[src/hw/rtl/ordered_list_engine_assert.svh]
// assertion macros for the ordered list engine
// depends on nothing; included by the top level
`ifndef ORDERED_LIST_ENGINE_ASSERT_SVH
`define ORDERED_LIST_ENGINE_ASSERT_SVH
`ifndef SYNTHESIS
`define OLE_ASSERT(label, clk, rst_n, prop, msg) \
  label: assert property (@(posedge clk) disable iff (!rst_n) prop) else $error(msg);
`define OLE_ASSERT_NEVER(label, clk, rst_n, cond, msg) \
  label: assert property (@(posedge clk) disable iff (!rst_n) !(cond)) else $error(msg);
`else
`define OLE_ASSERT(label, clk, rst_n, prop, msg)
`define OLE_ASSERT_NEVER(label, clk, rst_n, cond, msg)
`endif
`endif

[src/hw/rtl/ole_pkg.sv]
// types and constants shared by the ordered list engine
// no dependencies
`default_nettype none
package ole_pkg;
  localparam int unsigned Capacity = 64;
  localparam int unsigned CntW = $clog2(Capacity + 1);
  localparam int unsigned IdxW = $clog2(Capacity);

  typedef enum logic [2:0] {
    OP_PUSH_BACK  = 3'd0,
    OP_PUSH_FRONT = 3'd1,
    OP_INSERT     = 3'd2,
    OP_POP_BACK   = 3'd3,
    OP_POP_FRONT  = 3'd4,
    OP_REMOVE     = 3'd5,
    OP_CLEAR      = 3'd6,
    OP_NONE       = 3'd7
  } op_e;

  typedef struct packed {
    logic [2:0]         op;
    logic signed [31:0] value;
    logic [6:0]         position;
  } req_t;

  typedef struct packed {
    logic               error;
    logic signed [31:0] removed_value;
    logic [6:0]         count;
  } rsp_t;

  // classified command handed from front to back
  typedef enum logic [3:0] {
    K_INS = 4'b0001,
    K_DEL = 4'b0010,
    K_CLR = 4'b0100,
    K_ERR = 4'b1000
  } kind_e;

  typedef struct packed {
    kind_e              kind;
    logic [CntW-1:0]    at;
    logic signed [31:0] value;
  } cmd_t;
endpackage
`default_nettype wire

[src/hw/rtl/ole_front.sv]
// front end: keeps a shadow length, checks each request, emits commands
// depends on ole_pkg
`default_nettype none
module ole_front (
  input  wire logic           clk_i,
  input  wire logic           rst_ni,
  input  wire ole_pkg::req_t  req_i,
  input  wire logic           req_valid_i,
  output logic                req_ready_o,
  output ole_pkg::cmd_t       cmd_o,
  output logic                cmd_valid_o,
  input  wire logic           cmd_ready_i
);
  import ole_pkg::*;

  logic [CntW-1:0] len_q, len_d;
  logic [CntW-1:0] pos;
  logic            full, empty;
  cmd_t            cmd;

  assign pos   = CntW'(req_i.position);
  assign full  = (len_q >= CntW'(Capacity));
  assign empty = (len_q == '0);
  assign req_ready_o = cmd_ready_i;
  assign cmd_valid_o = req_valid_i;
  assign cmd_o = cmd;

  // classify request against the length it will see
  always_comb begin
    cmd.kind  = K_ERR;
    cmd.at    = '0;
    cmd.value = req_i.value;
    len_d     = len_q;
    case (op_e'(req_i.op))
      OP_PUSH_BACK, OP_PUSH_FRONT, OP_INSERT: begin
        if (op_e'(req_i.op) == OP_PUSH_BACK) cmd.at = len_q;
        else if (op_e'(req_i.op) == OP_INSERT) cmd.at = pos;
        if (!full && !(op_e'(req_i.op) == OP_INSERT && pos > len_q)) begin
          cmd.kind = K_INS;
          len_d    = len_q + 1'b1;
        end
      end
      OP_POP_BACK, OP_POP_FRONT, OP_REMOVE: begin
        if (op_e'(req_i.op) == OP_POP_BACK) cmd.at = len_q - 1'b1;
        else if (op_e'(req_i.op) == OP_REMOVE) cmd.at = pos;
        if (!empty && !(op_e'(req_i.op) == OP_REMOVE && pos >= len_q)) begin
          cmd.kind = K_DEL;
          len_d    = len_q - 1'b1;
        end
      end
      OP_CLEAR: begin
        cmd.kind = K_CLR;
        len_d    = '0;
      end
      default: cmd.kind = K_ERR;
    endcase
  end

  always_ff @(posedge clk_i or negedge rst_ni) begin
    if (!rst_ni) begin
      len_q <= '0;
    end else if (req_valid_i && cmd_ready_i) begin
      len_q <= len_d;
    end
  end
endmodule
`default_nettype wire

[config.mk]
export PLATFORM = sky130hd
export DESIGN_NAME = ole_front
export DESIGN_NICKNAME = d
export VERILOG_FILES = /design/src/hw/rtl/ordered_list_engine_assert.svh /design/src/hw/rtl/ole_pkg.sv /design/src/hw/rtl/ole_front.sv
export SDC_FILE = /design/constraint.sdc
export NUM_CORES = 1
export LEC_CHECK = 0
export CAP_MARGIN = 10
export CORE_MARGIN = 1.5
export CORE_UTILIZATION = 60
export CTS_CLUSTER_DIAMETER = 40
export DETAILED_ROUTE_END_ITERATION = 8
export DONT_BUFFER_PORTS = 1
export PLACE_DENSITY = 0.85
export SYNTH_ARGS = -nofsm -noshare
export SYNTH_HDL_FRONTEND = slang
export SYNTH_SLANG_ARGS = --single-unit
[constraint.sdc]
create_clock -name clk_i -period 2.3 [get_ports clk_i]
set_input_delay 0.345 -clock clk_i [delete_from_list [all_inputs] [get_ports clk_i]]
set_output_delay 0.345 -clock clk_i [all_outputs]
set_load 0.05 [all_outputs]
Word level (Yosys, flattened, before mapping)
Cells that the tools add are included.
Widths: inputs -> output; s select.
{ "totals": {"ff_bits": 7, "latchBits": 0, "ram_bits": 0, "romBits": 0, "in_bits": 46, "output_inout_bits": 45, "memories": 0} }
{ "classes": {"add_sub_neg": 2, "multipliers": 0, "n_div": 0, "order_cmp": 3, "eq_ne": 8, "shift": 0, "n_mux": 11, "bitwise": 0, "reduce_logical": 15} }
{ "op_table": {"columns": ["cell", "n"], "rows": [
  ["$mux 7", 6],
  ["$pmux 7 s3", 1],
  ["$pmux 7 s2", 1],
  ["$pmux 4 s3", 1],
  ["$eq 3x3->1 const B", 3],
  ["$mux 4", 2],
  ["$add 7x1->7 const B", 1],
  ["$ge 7x7->1", 1],
  ["$ge 7x7->1 const B", 1],
  ["$gt 7x7->1", 1],
  ["$logic_not 7->1", 1],
  ["$sub 7x1->7 const B", 1],
  ["$eq 3x2->1 const B", 2],
  ["$reduce_or 3->1", 2],
  ["$logic_and 1x1->1", 5],
  ["$logic_not 1->1", 4],
  ["$ne 2x2->1 const B", 2],
  ["$reduce_and 4->1", 1],
  ["$eq 3x1->1 const B", 1],
  ["$logic_not 3->1", 1],
  ["$reduce_bool 3->1", 1]
]} }

Logic depth before layout (Yosys ltp)
{ "logic_depth": {"depth_word": 6, "ltp_mapped": 10, "mapped_depth_nobuf": 8} }

Worst setup path after synthesis
Ideal clock, no wire load.
{ "synth_timing": {"path_type": "register to output", "startpoint": "register len_q[0]", "endpoint": "output port cmd_o[38] (netlist name)", "t_arrival_ns": 2.780, "required_ns": 1.955, "path_slack_ns": -0.825, "path_stages_with_launch": 10, "n_path_buf": 1, "path_cell_list": "dfrtp_1 -> clkbuf_1 -> inv_1 -> ha_1 -> nor3b_1 -> nand3_1 -> xnor2_1 -> nor2_1 -> mux2i_1 -> o21ai_0"} }
{ "synth_rtl": {"columns": ["item", "line", "rtl"], "rows": [
  ["from (decl)", "ole_front.sv:16", "logic [CntW-1:0] len_q, len_d;"],
  ["from (signal assigned)", "ole_front.sv:63", "len_q <= len_d;"],
  ["to (decl)", "ole_front.sv:10", "output ole_pkg::cmd_t cmd_o,"]
]} }

==> results.cfg <==
[run_status]
failed_checks = setup timing
outcome = complete, but fails checks

[routing]
vias_per_cell = 6.87
antenna_left = 0
route.detailed.drc = 0
routedWlPerCell_um = 20.8
first_pass_iters = 4
drt_iter0_markers = 62
routed_wl_um = 4640
vias = 1531

[global_routing]
grt_overflow = 0
grt_usage_pct = 30.9
grt_pass1_wl_um = 6370
grt_max_degree = 25
grt_pass1_vias = 1491
antenna_found_initial = 0

[placement]
placed_cell_area_um2 = 1450
pre_cts_ws_ps = 14.4
dp_hpwl_um = 3050
dp.cells = 210
gp_congestion = 0.907
io_buffer_count = 0

[yosys]
synthesis.area_um2 = 1460
synth_top_area_share_pct = 17.5
synth_most_common_cell = buf_4
post_synth.cell_area_avg_um2 = 7.29
syn-num-nets = 256
synth_cells = 200
synth_ff_type = dfrtp_1
yosysWarnings = 0
ys_ff_latch = 7
synth_edf_count = 0
synth.distinct_cells = 46
yosys.area.top_type = buf_4
ys_top_cells_by_area = buf_4, dfrtp_1, ha_1
yosys-top-cells-count = buf_4, o21ai_0, a21oi_1, nand2_1, nor2_1
yosysSeqAreaShare_pct = 12.0
synth-async-reset-ratio_pct = 100

[sta]
setup_tns_ps = -400
fin_crit_ps = 2400
maxSlewViolCount = 0
setup_viol = 5
clock_skew_ps = 7.56
max_freq_mhz = 416
worstMarginPinSlew_ps = 557
min_period_over_period_pct = 105
finalHoldViolCount = 0
rsz0062_at_grt = true
slew-limit-headroom_pct = 62.5
worst_slack_ps = -105

[final_layout]
stdcell_area_um2 = 1720
fin_util_pct = 76.2
n_antenna_cell = 0
largestRegisters = len_q (7)
layout.cells.non_filler = 223
areaGrowthSynthToFinish_pct = 17.9
top_register = len_q
nets = 252
drive_above_1_share_pct = 40.0
largest_reg_flops = 7

[pwr]
p_leak_nw = 0.697
ir_worst_vdd_mv = 0.791
power_density_nw_per_um2 = 1250

[clocking]
tritoncts = done
clock_sinks = 7
cts-root-buf = clkbuf_4
clk-insertion-delay-late_ps = 260
cts_max_path_buffers = 2
h-tree-depth = 1
clk_pin_slew_ps = 60
numCtsBuffers = 3

[setup_path]
path_class = register to output pin
required_ps = 1960
r2r-start = len_q[6]$_DFFE_PN0P_
reg2reg_to = len_q[4]$_DFFE_PN0P_
cp-endpoint = cmd_o[40]
startpoint = len_q[6]$_DFFE_PN0P_
r2r_slack_ps = 20
worstSetupEndpointType = output pin
setup.worst_path.start_class = register
reg2reg_depth = 9
cp_max_fo = 3
arrival_ps = 2060

[floorplan]
start_util_pct = 64.7
ioPinCount = 91
dieArea_um2 = 2730
core-area_um2 = 2250
die_w_um = 52.3
die_h_um = 52.3
rows = 17

[worst_hold_path]
hp-class = primary input to asynchronous set/reset pin

[flow_run]
drv_cap = 0
==> cells by family after synthesis <==
kind of cell	Yosys count	synth area share (%)
buf+inv	55	24.3
simple gates	58	22.6
mux	3	2.06
compound gates	63	28.1
fa+ha+maj	10	8.58
flops	7	12.0
xor+xnor	4	2.40
==> worst max-delay path, cell delays in order, from the launching register on <==
cell     delay (ps)
dfrtp_1         380
inv_2            80
ha_4            280
nand4_1         200
a31oi_2         290
o21ai_0         120
a21oi_1         210
a21oi_2          70
buf_12          160
==> cell type report <==
class	count	area (µm²)
timing repair buffer	35	335
multi-input combinational	138	1100
sequential	7	176
fill	166	537
tap	28	35.0
inverter	11	41.3
clock buffer	4	26.3
==> how the worst min path moves through the flow <==
| stage | end | depth (start not counted) |
|---|---|---|
| 2_1_floorplan | len_q[0]$_DFFE_PN0P_ | 0 |
| 3_3_place_gp | len_q[3]$_DFFE_PN0P_ | 0 |
| 3_5_place_dp | len_q[3]$_DFFE_PN0P_ | 0 |
| 4_1_cts | len_q[1]$_DFFE_PN0P_ | 1 |
| 5_1_grt | len_q[1]$_DFFE_PN0P_ | 1 |
| 6_report | len_q[1]$_DFFE_PN0P_ | 1 |
==> where the power goes <==
| part | total, W | internal [W] | switching, W |
|---|---|---|---|
| clock | 0.000118 | 0.0000666 | 0.0000513 |
| sequential | 0.000233 | 0.000184 | 0.0000490 |
| combinational | 0.00179 | 0.000813 | 0.000981 |
==> placed cells by master, fill, tap and decap left out, types with 3 or more instances in the layout <==
cell type and count:
a21o_1 3, mux2i_1 3, buf_12 5, xnor2_1 4, nand4_1 4, clkbuf_4 3
a21oi_1 9, o21ai_0 12, inv_2 4, nand2_1 14, nor2b_1 3, inv_1 7
ha_1 5, nor2_1 10, dfrtp_1 6, buf_4 27, a21oi_2 4, nand3_1 3
a22oi_1 5, o21ai_1 6, ha_4 5, o21ai_2 6
==> metal layers <==
| layer | global-route usage (%) | wire length, µm | vias up |
|---|---|---|---|
| li1 | - | - | 674 |
| met2 | 51.2 | 2240 | 98 |
| met5 | 0 | 0 | - |
| met3 | 3.14 | 413 | 60 |
| met1 | 34.1 | 1600 | 699 |
| met4 | 28.6 | 388 | 0 |
==> timing repair <==
action	4_1_cts	5_1_grt
setup buffers	3	5
hold endpoints to repair	7	0
hold buffers	1	0
pin swaps	8	14
setup endpoints to repair	5	13
gates resized for setup	15	19
==> stage by stage <==
stage	power (W)	hold WS [ps]
2_1_floorplan	0.00128	49.4
3_5_place_dp	0.00158	49.6
5_1_grt	0.00225	445
4_1_cts	0.00183	416
3_3_place_gp	0.00152	49.6
6_report	0.00215	413
Note: power is estimated with default switching activity, not from simulation.
