==> config.mk <==
export PLATFORM = sky130hd
export DESIGN_NAME = ole_fifo
export DESIGN_NICKNAME = d
export VERILOG_FILES = /design/src/hw/rtl/ordered_list_engine_assert.svh /design/src/hw/rtl/ole_pkg.sv /design/src/hw/rtl/ole_fifo.sv
export SDC_FILE = /design/constraint.sdc
export NUM_CORES = 1
export LEC_CHECK = 0
export BUFFER_PORTS_ARGS = -buffer_cell sky130_fd_sc_hd__buf_2
export CORE_MARGIN = 2
export CORE_UTILIZATION = 56
export CTS_CLUSTER_SIZE = 20
export DETAILED_ROUTE_END_ITERATION = 8
export PLACE_DENSITY = 0.88
export SYNTH_ARGS = -nofsm -noshare
export SYNTH_HDL_FRONTEND = slang
export SYNTH_SLANG_ARGS = --single-unit
==> constraint.sdc <==
create_clock -name clk_i -period 4.95 [get_ports clk_i]
set_input_delay 0.2475 -clock clk_i [delete_from_list [all_inputs] [get_ports clk_i]]
set_output_delay 0.2475 -clock clk_i [all_outputs]
set_load 0.01 [all_outputs]
==> src/hw/rtl/ordered_list_engine_assert.svh <==
// assertion macros for the ordered list engine
// depends on nothing; included by the top level
`ifndef ORDERED_LIST_ENGINE_ASSERT_SVH
`define ORDERED_LIST_ENGINE_ASSERT_SVH
`ifndef SYNTHESIS
`define OLE_ASSERT(label, clk, rst_n, prop, msg) \
  label: assert property (@(posedge clk) disable iff (!rst_n) prop) else $error(msg);
`define OLE_ASSERT_NEVER(label, clk, rst_n, cond, msg) \
  label: assert property (@(posedge clk) disable iff (!rst_n) !(cond)) else $error(msg);
`else
`define OLE_ASSERT(label, clk, rst_n, prop, msg)
`define OLE_ASSERT_NEVER(label, clk, rst_n, cond, msg)
`endif
`endif

==> src/hw/rtl/ole_pkg.sv <==
// types and constants shared by the ordered list engine
// no dependencies
`default_nettype none
package ole_pkg;
  localparam int unsigned Capacity = 64;
  localparam int unsigned CntW = $clog2(Capacity + 1);
  localparam int unsigned IdxW = $clog2(Capacity);

  typedef enum logic [2:0] {
    OP_PUSH_BACK  = 3'd0,
    OP_PUSH_FRONT = 3'd1,
    OP_INSERT     = 3'd2,
    OP_POP_BACK   = 3'd3,
    OP_POP_FRONT  = 3'd4,
    OP_REMOVE     = 3'd5,
    OP_CLEAR      = 3'd6,
    OP_NONE       = 3'd7
  } op_e;

  typedef struct packed {
    logic [2:0]         op;
    logic signed [31:0] value;
    logic [6:0]         position;
  } req_t;

  typedef struct packed {
    logic               error;
    logic signed [31:0] removed_value;
    logic [6:0]         count;
  } rsp_t;

  // classified command handed from front to back
  typedef enum logic [3:0] {
    K_INS = 4'b0001,
    K_DEL = 4'b0010,
    K_CLR = 4'b0100,
    K_ERR = 4'b1000
  } kind_e;

  typedef struct packed {
    kind_e              kind;
    logic [CntW-1:0]    at;
    logic signed [31:0] value;
  } cmd_t;
endpackage
`default_nettype wire

==> src/hw/rtl/ole_fifo.sv <==
// two-entry command queue between front and back
// depends on ole_pkg
`default_nettype none
module ole_fifo (
  input  wire logic          clk_i,
  input  wire logic          rst_ni,
  input  wire ole_pkg::cmd_t wr_data_i,
  input  wire logic          wr_valid_i,
  output logic               wr_ready_o,
  output ole_pkg::cmd_t      rd_data_o,
  output logic               rd_valid_o,
  input  wire logic          rd_ready_i
);
  import ole_pkg::*;

  cmd_t       mem_q [2];
  logic       wp_q, rp_q;
  logic [1:0] cnt_q;
  logic       wr, rd;

  assign wr_ready_o = (cnt_q != 2'd2);
  assign rd_valid_o = (cnt_q != 2'd0);
  assign rd_data_o  = mem_q[rp_q];
  assign wr = wr_valid_i && wr_ready_o;
  assign rd = rd_valid_o && rd_ready_i;

  // storage
  always_ff @(posedge clk_i) begin
    if (wr) mem_q[wp_q] <= wr_data_i;
  end

  // pointers and occupancy
  always_ff @(posedge clk_i or negedge rst_ni) begin
    if (!rst_ni) begin
      wp_q  <= 1'b0;
      rp_q  <= 1'b0;
      cnt_q <= 2'd0;
    end else begin
      if (wr) wp_q <= ~wp_q;
      if (rd) rp_q <= ~rp_q;
      cnt_q <= cnt_q + {1'b0, wr} - {1'b0, rd};
    end
  end
endmodule
`default_nettype wire

=== After elaboration in Yosys (flattened, before gate mapping) ===
Memories as Yosys holds them, arrays and structs flattened.
Cells that the tools add are included.

* $add $sub $neg: 2
* Equality and inequality tests: 1
* Mux-type cells: 2
* Bitwise gates (word level): 2
* Reductions and logical operators: 3

{| class="wikitable"
|+ Operators by type and width
! operator !! count
|-
| $add A2 B1 Y2 || 1
|-
| $logic_and A1 B1 Y1 || 2
|-
| $mux W1 || 2
|-
| $ne A2 B2 Y1 const B || 1
|-
| $not A1 Y1 || 2
|-
| $reduce_bool A2 Y1 || 1
|-
| $sub A2 B1 Y2 || 1
|}

* Register bits after elaboration: 4
* Memory bits (writable): 86
* Input port bits: 47
* Memories kept: 1

{| class="wikitable"
|+ Memory list
! name !! depth !! width !! rd ports !! clocked after Yosys merged registers in !! write ports !! RTL line !! RTL
|-
| mem_q || 2 || 43 || 1 || 0 || 1 || ole_fifo.sv:16 || <nowiki>cmd_t mem_q [2];</nowiki>
|}

=== Logic depth before layout (Yosys ltp) ===
* Word-level depth: 4
* Mapped depth: 7
* Mapped depth without buffers: 7

=== Least setup slack after synthesis ===
OpenSTA, ideal clock, no wires.

* Path kind: reg-to-reg
* Start: register cnt_q[1]
* End: memory mem_q[0][0] in the netlist's numbering, enable pin
* Setup time: 443 ps
* Arrival time: 2471 ps
* Required time: 4507 ps
* Slack: 2036 ps
* Stages on the path, launching flop included: 4
* Path buffers: 0
* Cells stage by stage: dfrtp_1 > nand2b_1 > nand2_1 > nor2_1

* Word-level cells in the longest chain between the ends: 4

{| class="wikitable"
|+ RTL lines
! what !! RTL line !! RTL
|-
| start, declared || ole_fifo.sv:18 || <nowiki>logic [1:0] cnt_q;</nowiki>
|-
| start signal, assigned || ole_fifo.sv:41 || <nowiki>cnt_q <= cnt_q + {1'b0, wr} - {1'b0, rd};</nowiki>
|-
| $ne A2 B2 Y1 || ole_fifo.sv:21 || <nowiki>assign wr_ready_o = (cnt_q != 2'd2);</nowiki>
|-
| via wr_ready_o || ole_fifo.sv:9 || <nowiki>output logic wr_ready_o,</nowiki>
|-
| $logic_and A1 B1 Y1 || ole_fifo.sv:24 || <nowiki>assign wr = wr_valid_i && wr_ready_o;</nowiki>
|-
| $mux W1 || ole_fifo.sv:29 || <nowiki>if (wr) mem_q[wp_q] <= wr_data_i;</nowiki>
|-
| $mux W1 (not written as such) || ole_fifo.sv:29 ||
|-
| end, declared || ole_fifo.sv:16 ||
|}

The timed path passes the listed nets, and every way through them passes these cells.

==> run summary <==
================================================================================
XOR/XNOR Fraction of Synth Area                                           0.0101
Pint                                                                     1720 uW
Sw Ratio                                                                   0.281
Arrival time of data at the critical path endpoint                       1.87 ns
Synthesized-area fraction occupied by ao, oa, aoi and oai cells                0
Relative max-transition margin                                             0.334
Leakage power total                                                   0.00169 uW
Critical path cell sequence                                         buf_4 > mux2_2 > buf_2
Top FF cell, synth                                                      edfxtp_1
Starting density of the core                                               0.582
Combinational share of power                                               0.346
Sink Count                                                                    90
Wire length of the first global-routing pass                             7770 um
Total wire length after detailed routing                                 5080 um
Commonest cells in the netlist                                      86 x edfxtp_1, 39 x mux2_4, 5 x buf_6, 4 x dfrtp_1, 4 x mux2_2
Hold crit path type                                                 input port to flip-flop
Number of hold-slack violations in the final timing report                     0
Net switching power of the design                                         671 uW
Worst setup startpoint                                                      rp_q
Gate count of the mapped netlist                                             151
Portion of the post-synthesis area used by sequential elements             0.773
Multiplexer area fraction after synthesis                                  0.182
Count leader, synth                                                     edfxtp_1
CTS tree                                                                   built
Number of antenna violations at the first check in global routing              0
Clk_skew                                                              0.00655 ns
End of the critical path                                            rd_data_o[1]
Simple-gate share of the synthesized area                                 0.0101
Largest net degree at the start of global routing                             45
Run status                                                             completed
Number of flops mapped to enable cells by yosys                               86
Worst hold-check slack                                                  0.104 ns
Synthesized area per cell                                               23.0 um2
Number of different library cells in the post-synthesis netlist               15
Setup repair after global routing missed its margin                        false
Worst stage delay on the critical path                                   0.61 ns
Largest family of logic cells by synthesized area                   multiplexers
Shortest clock period the worst path allows after layout                 2.11 ns
DR vias                                                                     1669
Sum of buffers and inverters on the critical path                              2
Post-synth top area share                                                  0.745
Total of fill cells in the finished design                                   400
Final worst path period share                                              0.427
Fraction of final layout cells sized beyond drive strength 1               0.594
Synthesis warning total                                                        0
First-pass iteration count of the detailed router                              4
Net total in the final layout                                                300
Post-DP HPWL                                                             3370 um
Reg clk slew, reported paths                                             0.08 ns
Maximum achievable frequency                                             473 MHz
Cell taking the most area after synthesis                               edfxtp_1
Instance count on the critical path                                            3
Endpoint kind of the worst setup timing path                          output pin
Skew-Pair Late Insertion Delay                                           0.33 ns
Flop pwr share                                                             0.458
Final setup vio count                                                          0
Root buffer cell                                                        clkbuf_8
Startpoint-to-endpoint class of the critical path                   flip-flop to output pin
Number of global-route vias before repair                                   1708
Net count of the mapped netlist                                              200
Floorplan die area                                                      6840 um2
Count of buffers from port buffering                                          91
Top cell family by delay on the critical path                       buffers and inverters
Area growth syn-to-layout                                                  20.7%
Height of the die                                                        82.7 um
Count of unresolved DRC violations after routing                               0
FF+latch count, synth                                                         90
Total power per unit cell area                                        570 nW/um2
Worst R2R Start                                                         cnt_q[1]
Max H-tree Level                                                               3
Overflow left after global routing                                             0
Horizontal extent of the die                                             82.7 um
Setup TNS                                                                   0 ns
TritonCTS Buffers                                                              9
Combined flip-flop and latch cell area                                  2680 um2
Depth of the worst register-to-register path                                   2
Slew Viols, Final                                                              0
Part of the power in the clock network                                     0.196
Antenna-violating nets left                                                    0
Average wire length per cell after detail routing                        15.3 um
Worst endpoint required time                                             4.70 ns
Number of diodes added for antenna fixing                                      0
Multi-input gate area in the final layout                                734 um2
Max-cap violations                                                             0
Area of the core region                                                 5960 um2
Global placement routability congestion                                    0.677
Slew of the pin with the lowest slew margin                             0.999 ns
GRT Total Usage                                                            0.160
Netlist Area Pre-Place                                                  3470 um2
Clock Tree Buf Depth                                                           2
Post-synthesis adder-cell area fraction                                  0.00722
CP max stage cell                                                          buf_4
Placement Rows                                                                28
Leading cell types by total area after synthesis                    edfxtp_1 74%, mux2_4 17%, dfrtp_1 2.9%
Number of primary I/O pins                                                    92
Iteration-0 DRC count of the detailed router                                  53
FF-to-FF setup slack                                                     3.17 ns
Via count normalized by instance count                                      5.04
Worst supply voltage drop on vdd                                        0.353 mV
FFs w/ async S/R, synth                                                   0.0444
Maximum fanout count along the critical path                                  44
Launching element type of the critical path                            flip-flop
Reg-to-reg endpoint                                                 mem_q[1][29]
================================================================================
==> stage by stage <==
| step | setup slack [ns] | util | instance area, um2 | power [uW] | cells |
|---|---|---|---|---|---|
| after floorplan | 2.04 | - | 3470 | 1720 | 151 |
| after global placement | 3.20 | 0.669 | 3990 | 1930 | 314 |
| after detailed placement | 3.15 | 0.669 | 3990 | 1950 | 314 |
| after CTS | 2.80 | 0.703 | 4190 | 2420 | 331 |
| after global routing | 2.77 | 0.703 | 4190 | 2530 | 331 |
| final | 2.84 | 0.703 | 4190 | 2390 | 331 |
==> cell families after synthesis <==
logic type,Yosys count
adders and majority gates,2
muxes,43
DFF,90
and+or+nand+nor,6
xor gates and xnor gates,4
buffers and inverters,6
==> power by group through the flow <==
stage | combinational (uW) | clock [uW] | sequential [uW]
after detailed placement | 839 | 0 | 1110
final | 826 | 467 | 1090
after global placement | 829 | 0 | 1100
after CTS | 843 | 483 | 1100
after global routing | 907 | 508 | 1110
after floorplan | 617 | 0 | 1100
==> cell type report <==
type / count / area share
Inverter: 1 / 0.000897
Multi-Input combinational cell: 55 / 0.175
Tap cell: 75 / 0.0224
Sequential cell: 90 / 0.641
Timing Repair Buffer: 94 / 0.115
Clock inverter: 2 / 0.00897
Clock buffer: 14 / 0.0365
==> worst register-to-register path, stage by stage, from the launching register on <==
cell	delay [ns]
dfrtp_1	0.41
nand2b_1	0.12
and3_2	0.87
==> layout by cell type, fill, tap and decap left out, drive strengths merged, types with 2 or more instances in the layout <==
| cell | synthesis | final |
|---|---|---|
| buf | 5 | 93 |
| clkbuf | 0 | 14 |
| edfxtp | 86 | 86 |
| ha | 2 | 2 |
| dfrtp | 4 | 4 |
| mux2 | 43 | 43 |
| xnor2 | 3 | 3 |
==> state kept, by name, indices dropped and copies added (netlist names) <==
register  cells
rp_q          1
wp_q          1
mem_q        86
cnt_q         2
==> how the worst min path moves through the flow <==
stage | end | startpoint | depth (start not counted)
2_1_floorplan | cnt_q[0] | rst_ni | 0
3_3_place_gp | cnt_q[0] | rst_ni | 1
3_5_place_dp | cnt_q[0] | rst_ni | 1
4_1_cts | mem_q[0][6] | wr_data_i[6] | 1
5_1_grt | mem_q[1][16] | wr_data_i[16] | 1
6_report | mem_q[0][11] | wr_data_i[11] | 1
==> repair_timing <==
item / CTS / global route
gates resized for setup: 0 / 0
setup endpoints to repair: 0 / 0
hold endpoints to repair: 4 / 0
hold buffers: 1 / 0
setup buffers: 0 / 0
==> routing by layer <==
layer  track usage  wire [um]  up-vias
li1              -          -      784
met4        0.0738         29        0
met3        0.0565        471        4
met5             0          0        -
met1         0.188       2070      810
met2         0.266       2510       71
No activity file was read; power rests on OpenSTA's default activity.
